==> src/design/es_kernel_evaluator_defines.svh <==
// Assertion macros used by the kernel evaluator top module.
// Depends on nothing; included only by es_kernel_evaluator.sv, which checks its own logic.
`ifndef ES_KERNEL_EVALUATOR_DEFINES_SVH
`define ES_KERNEL_EVALUATOR_DEFINES_SVH

// Property that must never hold while out of reset.
`define ESKE_ASSERT_NEVER(label, clk, rst, cond, msg) \
   label: assert property (@(posedge clk) disable iff (rst) !(cond)) else $error(msg);

// Same-cycle implication while out of reset.
`define ESKE_ASSERT_IMPLY(label, clk, rst, ante, cons, msg) \
   label: assert property (@(posedge clk) disable iff (rst) (ante) |-> (cons)) else $error(msg);

`endif

==> src/design/eske_pkg.sv <==
// Types and constants of the kernel evaluator.
// Depends on nothing; imported by every module of the block.
package eske_pkg;

   typedef struct packed {
      logic signed [31:0] arg_x;
      logic               vector_end;
   } eske_req_type;

   typedef struct packed {
      logic [8:0]  value_exponent;
      logic [31:0] value_mantissa;
      logic        out_of_support;
      logic        vector_end_out;
   } eske_rsp_type;

   // Side information that rides along with every word.
   typedef struct packed {
      logic vector_end;
      logic oos;
   } eske_tag_type;

   typedef logic [15:0][31:0] eske_rom_type;

   localparam logic [63:0] ONE_Q48   = 64'h0001_0000_0000_0000;
   localparam logic [31:0] LOG2E_Q31 = 32'hB8AA_3B29;
   localparam logic [31:0] LN2_C1    = 32'd2977044472;
   localparam logic [31:0] LN2_C2    = 32'd1031764991;
   localparam logic [31:0] LN2_C3    = 32'd238388332;
   localparam logic [31:0] LN2_C4    = 32'd41309549;
   localparam logic [31:0] MANT_ONE  = 32'h8000_0000;

   function automatic logic [63:0] isqrt64(input logic [63:0] n_in);
      logic [63:0] n;
      logic [63:0] res;
      logic [63:0] b;
      n   = n_in;
      res = '0;
      b   = 64'h4000_0000_0000_0000;
      for (int i = 0; i < 32; i++) begin
         if (n >= res + b) begin
            n   = n - (res + b);
            res = (res >> 1) + b;
         end else begin
            res = res >> 1;
         end
         b = b >> 2;
      end
      return res;
   endfunction

   // Entry i is 2^(i/16) in Q.31, built from a chain of truncated roots.
   function automatic eske_rom_type build_rom();
      logic [63:0]  root [4];
      logic [63:0]  v;
      eske_rom_type rom;
      root[3] = isqrt64(64'h8000_0000_0000_0000);
      root[2] = isqrt64(root[3] << 31);
      root[1] = isqrt64(root[2] << 31);
      root[0] = isqrt64(root[1] << 31);
      for (int idx = 0; idx < 16; idx++) begin
         v = 64'h8000_0000;
         for (int j = 0; j < 4; j++) begin
            if (idx[j]) begin
               v = (v * root[j]) >> 31;
            end
         end
         rom[idx] = v[31:0];
      end
      return rom;
   endfunction

   localparam eske_rom_type EXP2_ROM = build_rom();

endpackage

==> src/design/eske_sqrt.sv <==
// Pipelined integer square root, one result bit per register stage.
// Depends on eske_pkg for the tag type.
module eske_sqrt
   import eske_pkg::*;
(
   input  logic         clock,
   input  logic         reset,
   input  logic         adv,
   input  logic         in_valid,
   input  logic [63:0]  in_rad,
   input  logic         in_full,
   input  eske_tag_type in_tag,
   output logic         out_valid,
   output logic [31:0]  out_root,
   output logic         out_full,
   output eske_tag_type out_tag
);

   localparam int STEPS = 32;

   logic               valid_ff [STEPS];
   logic [33:0]        rem_ff   [STEPS];
   logic [31:0]        root_ff  [STEPS];
   logic [63:0]        rad_ff   [STEPS];
   logic               full_ff  [STEPS];
   eske_tag_type       tag_ff   [STEPS];

   for (genvar s = 0; s < STEPS; s++) begin : g_step
      logic         v_cur;
      logic [33:0]  r_cur;
      logic [31:0]  q_cur;
      logic [63:0]  rad_cur;
      logic         full_cur;
      eske_tag_type tag_cur;
      logic [35:0]  r_shift;
      logic [35:0]  trial;
      logic         ge;
      logic [33:0]  rem_in;
      logic [31:0]  root_in;

      if (s == 0) begin : g_first
         assign v_cur    = in_valid;
         assign r_cur    = '0;
         assign q_cur    = '0;
         assign rad_cur  = in_rad;
         assign full_cur = in_full;
         assign tag_cur  = in_tag;
      end else begin : g_next
         assign v_cur    = valid_ff[s-1];
         assign r_cur    = rem_ff[s-1];
         assign q_cur    = root_ff[s-1];
         assign rad_cur  = rad_ff[s-1];
         assign full_cur = full_ff[s-1];
         assign tag_cur  = tag_ff[s-1];
      end

      always_comb begin
         r_shift = {r_cur, rad_cur[63:62]};
         trial   = {2'b00, q_cur, 2'b01};
         ge      = (r_shift >= trial);
         rem_in  = ge ? 34'(r_shift - trial) : r_shift[33:0];
         root_in = {q_cur[30:0], ge};
      end

      always_ff @(posedge clock) begin
         if (reset) begin
            valid_ff[s] <= 1'b0;
         end else if (adv) begin
            valid_ff[s] <= v_cur;
         end
         if (adv) begin
            rem_ff[s]  <= rem_in;
            root_ff[s] <= root_in;
            rad_ff[s]  <= {rad_cur[61:0], 2'b00};
            full_ff[s] <= full_cur;
            tag_ff[s]  <= tag_cur;
         end
      end
   end

   assign out_valid = valid_ff[STEPS-1];
   assign out_root  = root_ff[STEPS-1];
   assign out_full  = full_ff[STEPS-1];
   assign out_tag   = tag_ff[STEPS-1];

endmodule

==> config.mk <==
export PLATFORM = sky130hd
export DESIGN_NAME = eske_sqrt
export DESIGN_NICKNAME = d
export VERILOG_FILES = /design/src/design/es_kernel_evaluator_defines.svh /design/src/design/eske_pkg.sv /design/src/design/eske_sqrt.sv
export SDC_FILE = /design/constraint.sdc
export NUM_CORES = 2
export LEC_CHECK = 0
export BUFFER_PORTS_ARGS = -buffer_cell sky130_fd_sc_hd__buf_2
export CAP_MARGIN = 20
export CORE_ASPECT_RATIO = 1.4
export CORE_UTILIZATION = 47
export CTS_BUF_LIST = sky130_fd_sc_hd__clkbuf_8
export CTS_CLUSTER_SIZE = 16
export DETAILED_ROUTE_END_ITERATION = 16
export SLEW_MARGIN = 20
export SYNTH_ARGS = -nofsm -noshare
export SYNTH_HDL_FRONTEND = slang
export SYNTH_MEMORY_MAX_BITS = 65536
export SYNTH_SLANG_ARGS = --single-unit
==> constraint.sdc <==
create_clock -name clock -period 4.65 [get_ports clock]
set_input_delay 0.2325 -clock clock [delete_from_list [all_inputs] [get_ports clock]]
set_output_delay 0.2325 -clock clock [all_outputs]
set_load 0.005 [all_outputs]
* Word-level counts from Yosys, hierarchy flattened *
Memory sizes are Yosys's and may differ from the RTL's.
Index checks and enable logic that the tools add are counted.

operators by class
  shift-type cells = 0
  $mul = 0
  add/sub/neg operators = 32
  reductions and logical operators = 0
  equal/unequal tests = 0
  divide/modulo/power cells = 0
  bitwise operators = 32
  muxes and demuxes = 70
  $lt $le $gt $ge = 32

operators by type and width
  cell                 number
  $ge 36x34->1         31
  $mux 34              32
  $sub 34x34->34       31
  $mux 1               38
  $or 1x1->1           32
  $sub 2x1->3 const B  1
  $ge 2x1->1 const B   1

storage, ports and cells
  output and inout port bits = 36
  memories kept = 6
  RAM bits = 4224
  memory bits (read-only) = 0
  input bits = 71
  register bits = 0
  bits in latches = 0
  logic and storage cells = 172

memories
  memory    depth  width  rd ports  clocked after Yosys merged registers in  wr ports  RTL line         RTL
  rad_ff    32     62     31        0                                        32        eske_sqrt.sv:24  logic [63:0] rad_ff [STEPS];
  rem_ff    32     34     31        0                                        32        eske_sqrt.sv:22  logic [33:0] rem_ff [STEPS];
  root_ff   32     32     32        0                                        32        eske_sqrt.sv:23  logic [31:0] root_ff [STEPS];
  tag_ff    32     2      32        0                                        32        eske_sqrt.sv:26  eske_tag_type tag_ff [STEPS];
  full_ff   32     1      32        0                                        32        eske_sqrt.sv:25  logic full_ff [STEPS];
  valid_ff  32     1      32        0                                        32        eske_sqrt.sv:21  logic valid_ff [STEPS];

* Longest topological paths before layout *
  word-level depth = 4
  depth in mapped cells = 14
  depth with buffers taken out = 12

* Worst setup path after synthesis *
OpenSTA, ideal clock, no wires.

  path type = register to register
  from = mem rem_ff[28][15], in the netlist rem_ff[7][15]
  to = mem rem_ff[29][7], in the netlist rem_ff[7][41], data pin
  slack = 1.227 ns
  path buffers = 3
  cell stages (with the launch flop) = 13
  data arrival time = 3.163 ns
  setup time = 0.260 ns
  required time = 4.390 ns
  period minus slack after synthesis = 3.423 ns
  path through = edfxtp_1 > ha_1 > clkbuf_1 > nand4_1 > nand2b_1 > or4b_2 > a211oi_1 > o22ai_1 > o31a_1 > clkbuf_1 > clkinv_1 > buf_2 > mux2_2

RTL lines
  element          RTL line
  start, declared  eske_sqrt.sv:22

==> summary.md <==
| Metric | Value |
|---|---|
| Status | complete, no violations |
| Synth area leader | edfxtp_1 |
| Die Footprint | 0.264 mm^2 |
| Starting Density | 0.474 |
| Slew Limit Fails | 0 |
| Syn Nets | 10099 |
| WL per Instance | 19.6 um |
| CTS Root Cell | clkbuf_8 |
| Routed wire length | 272000 um |
| Synth cell types | 95 |
| DIE WIDTH | 434 um |
| Clock-pin slew on the worst setup and hold paths | 0.06 ns |
| Synth warn | 0 |
| Net Switching | about 19 mW |
| H-tree lvl count | 5 |
| Remaining global-route overflow | 0 |
| Post-route clock period utilization | 0.844 |
| Max-slew headroom | 0.274 |
| Final Util | 0.529 |
| Setup CP Type | flip-flop to flip-flop |
| Drt initial violations | 4678 |
| Setup tns final | 0 ns |
| Logic gate share of total power | 0.212 |
| Critical Path AT | 4.61 ns |
| Filler cells | 21955 |
| DR vias | 75190 |
| Routability Congestion | 0.915 |
| Endpoints failing hold | 0 |
| Initial antenna violation count | 3 |
| Synth Register Bits | 2651 |
| Post-synth EDFFs | 2651 |
| Top-level port count | 107 |
| Clk network pwr share | 0.289 |
| Layout net count | 10671 |
| Switching part of the total | 0.299 |
| Post-Place Cell Area | 0.128 mm^2 |
| List of most frequent post-synthesis cells | 2651 x edfxtp_1, 706 x inv_1, 699 x nand2_1 |
| Clock sink count | roughly 2700 |
| Max clock buf depth | 4 |
| Worst slew pin tran | 1.08 ns |
| Crit end category | flip-flop |
| Slowest cell on the critical path | or4b_2 |
| Antenna viol nets, final | 0 |
| Synth-to-Final Area Change | 11.7% |
| Synth Cell Area | between 0.1 and 0.15 mm^2 |
| Port bufs | 106 |
| Setup ws final | around 0.72 ns |
| Post-route insts no fill | 13828 |
| Vias in the first global route | 76168 |
| CP Cell Sequence | ha_1, nand4_1, nand2b_1, or4b_2, a211oi_1, o22ai_1, o31a_1, clkinv_1, buf_4, mux2_2 |
| Design Area, Final | 0.137 mm^2 |
| DR pass1 iterations | 6 |
| Worst Path Required | approximately 5.3 ns |
| CTS tree | built |
| GRT Util Overall | 0.203 |
| Most common cell in the netlist | edfxtp_1 |
| Sequential power share | 0.499 |
| Ranking of synthesized cells by area | edfxtp_1 65%, ha_1 5.7%, xor2_1 3.1%, xnor2_1 2.8%, o21ai_0 2.2% |
| CORE AREA | around 0.26 mm^2 |
| Final worst path period need | roughly 3.9 ns |
| Layout cell share with drive strength beyond 1 | 0.0861 |
| Share of the synthesized area in the top cell type | 0.647 |
| Post-DP HPWL | 196000 um |
| Tot Pwr | 64.6 mW |
| Final hold slack | 0.138 ns |
| Post-synth ARST share | 0 |
| Global-route wire length before repair | 418000 um |
| Worst-skew pair later-pin latency | 1.01 ns |
| Worst path max stage delay | 0.71 ns |
| Dpl cells | 12940 |
| TritonCTS Buffers | between 400 and 500 |
| HP Class | input pin to flip-flop |
| Die height | 607 um |
| Sequential share of the synthesized area | 0.647 |
| Pwr dens | 470 mW/mm^2 |
| Avg Synthesized Cell Area | 13.0 um^2 |
| Worst Path Max Fanout | 31 |
| Max VDD drop | 0.000330 V |
| Most used DFF post-synth | edfxtp_1 |
| Max Cap Viol | 0 |
| Startpoint Class | flip-flop |
| Fmax | 255 MHz |
| Post-route DRC violation count | 0 |
| CTS resizes | 0 |
| Via density | 5.44 |
| Pleak | 52.3 nW |
| Largest net degree at the start of global routing | about 150 |
| Std-Cell Rows | approximately 220 |
| Final setup violating endpoints | 0 |
| Post-Synthesis Cells | about 9500 |
| RSZ-0062 raised after global routing | no |
| Int Pwr | 45.3 mW |
| Worst Skew | 0.0821 ns |
| Setup WS pre-CTS | 0.773 ns |
[worst max-delay path: cells and delay by family (launching register included)]
family,cells,cell delay (ns)
DFF,1,0.39
and+or+nand+nor,3,1.16
adders and majority gates,1,0.48
buffers and inverters,2,0.58
muxes,1,0.39
AOI/OAI and AO/OA,3,0.64
[final timing paths]
path,end,from,cells after the start,slack (ns)
setup reg to reg,rem_ff[7][64],rem_ff[7][16],10,0.72
setup / recovery,rem_ff[7][64],rem_ff[7][16],10,0.72
hold / removal,rem_ff[0][0],in_rad[63],3,0.14
hold reg to reg,rad_ff[16][52],rad_ff[15][50],0,0.37
[layout make-up]
| cell class | instances | area (um^2) | area share |
|---|---|---|---|
| Clock inverter | 331 | 2060 | 0.0150 |
| Multi-Input combinational cell | 5911 | 40000 | 0.291 |
| Inverter | 715 | 2680 | 0.0195 |
| Tap cell | 3456 | 4320 | 0.0315 |
| Sequential cell | 2651 | 79600 | 0.579 |
| Clock buffer | 413 | 5680 | 0.0414 |
| Timing Repair Buffer | 348 | 3020 | 0.0220 |
| Antenna cell | 3 | 7.51 | 0.0000546 |
[power by group through the flow]
stage | Sequential, mW | Combinational [mW] | Clock [mW]
global route | 32.5 | 15.2 | 20.4
floorplan | 31.6 | 9.91 | 0
finish | 32.2 | 13.7 | 18.7
detailed placement | 32.8 | 13.5 | 0
global placement | 32.7 | 13.4 | 0
CTS | 32.3 | 13.7 | 19.4
[flip-flops by register name (all words and copies together) (netlist names)]
signal and cells:
rem_ff 1003, root_ff 528, full_ff 32, rad_ff 992, valid_ff 32, tag_ff 64
[metal layers]
layer	share of wire	wire length (um)	vias to the layer above	global-route usage
li1	-	-	36490	-
met1	0.36	98200	36339	0.209
met2	0.56	151000	1679	0.392
met3	0.034	9330	682	0.0287
met4	0.049	13300	0	0.101
met5	0	0	-	0
[cell usage in the layout, fill, tap and decap left out, types with 216 or more instances in the layout]
cell,netlist,final
inv_1,706,818
a21oi_1,492,492
nor2_1,522,517
edfxtp_1,2651,2651
ha_1,562,562
clkbuf_8,0,413
nand2_1,699,699
nor3_1,252,251
a21o_1,216,216
xnor2_1,398,398
o21ai_0,535,535
xor2_1,435,435
[cell families (layout without fill, tap and decap cells)]
kind of cell / count (synthesis) / in the layout / synth area share
xor+xnor: 833 / 833 / 0.0593
compound gates: 1904 / 1904 / 0.0974
fa+ha+maj: 562 / 562 / 0.0572
flops: 2651 / 2651 / 0.647
simple gates: 2534 / 2534 / 0.104
other cells: 1 / 4 / 0.0000305
mux: 77 / 77 / 0.00688
buf+inv: 904 / 1807 / 0.0279
[timing repair]
item,4_1_cts,5_1_grt
hold buffers,140,0
setup endpoints to repair,0,0
endpoints found under the hold margin,269,0
setup buffers,0,0
Power figures use the tool's default switching activity.
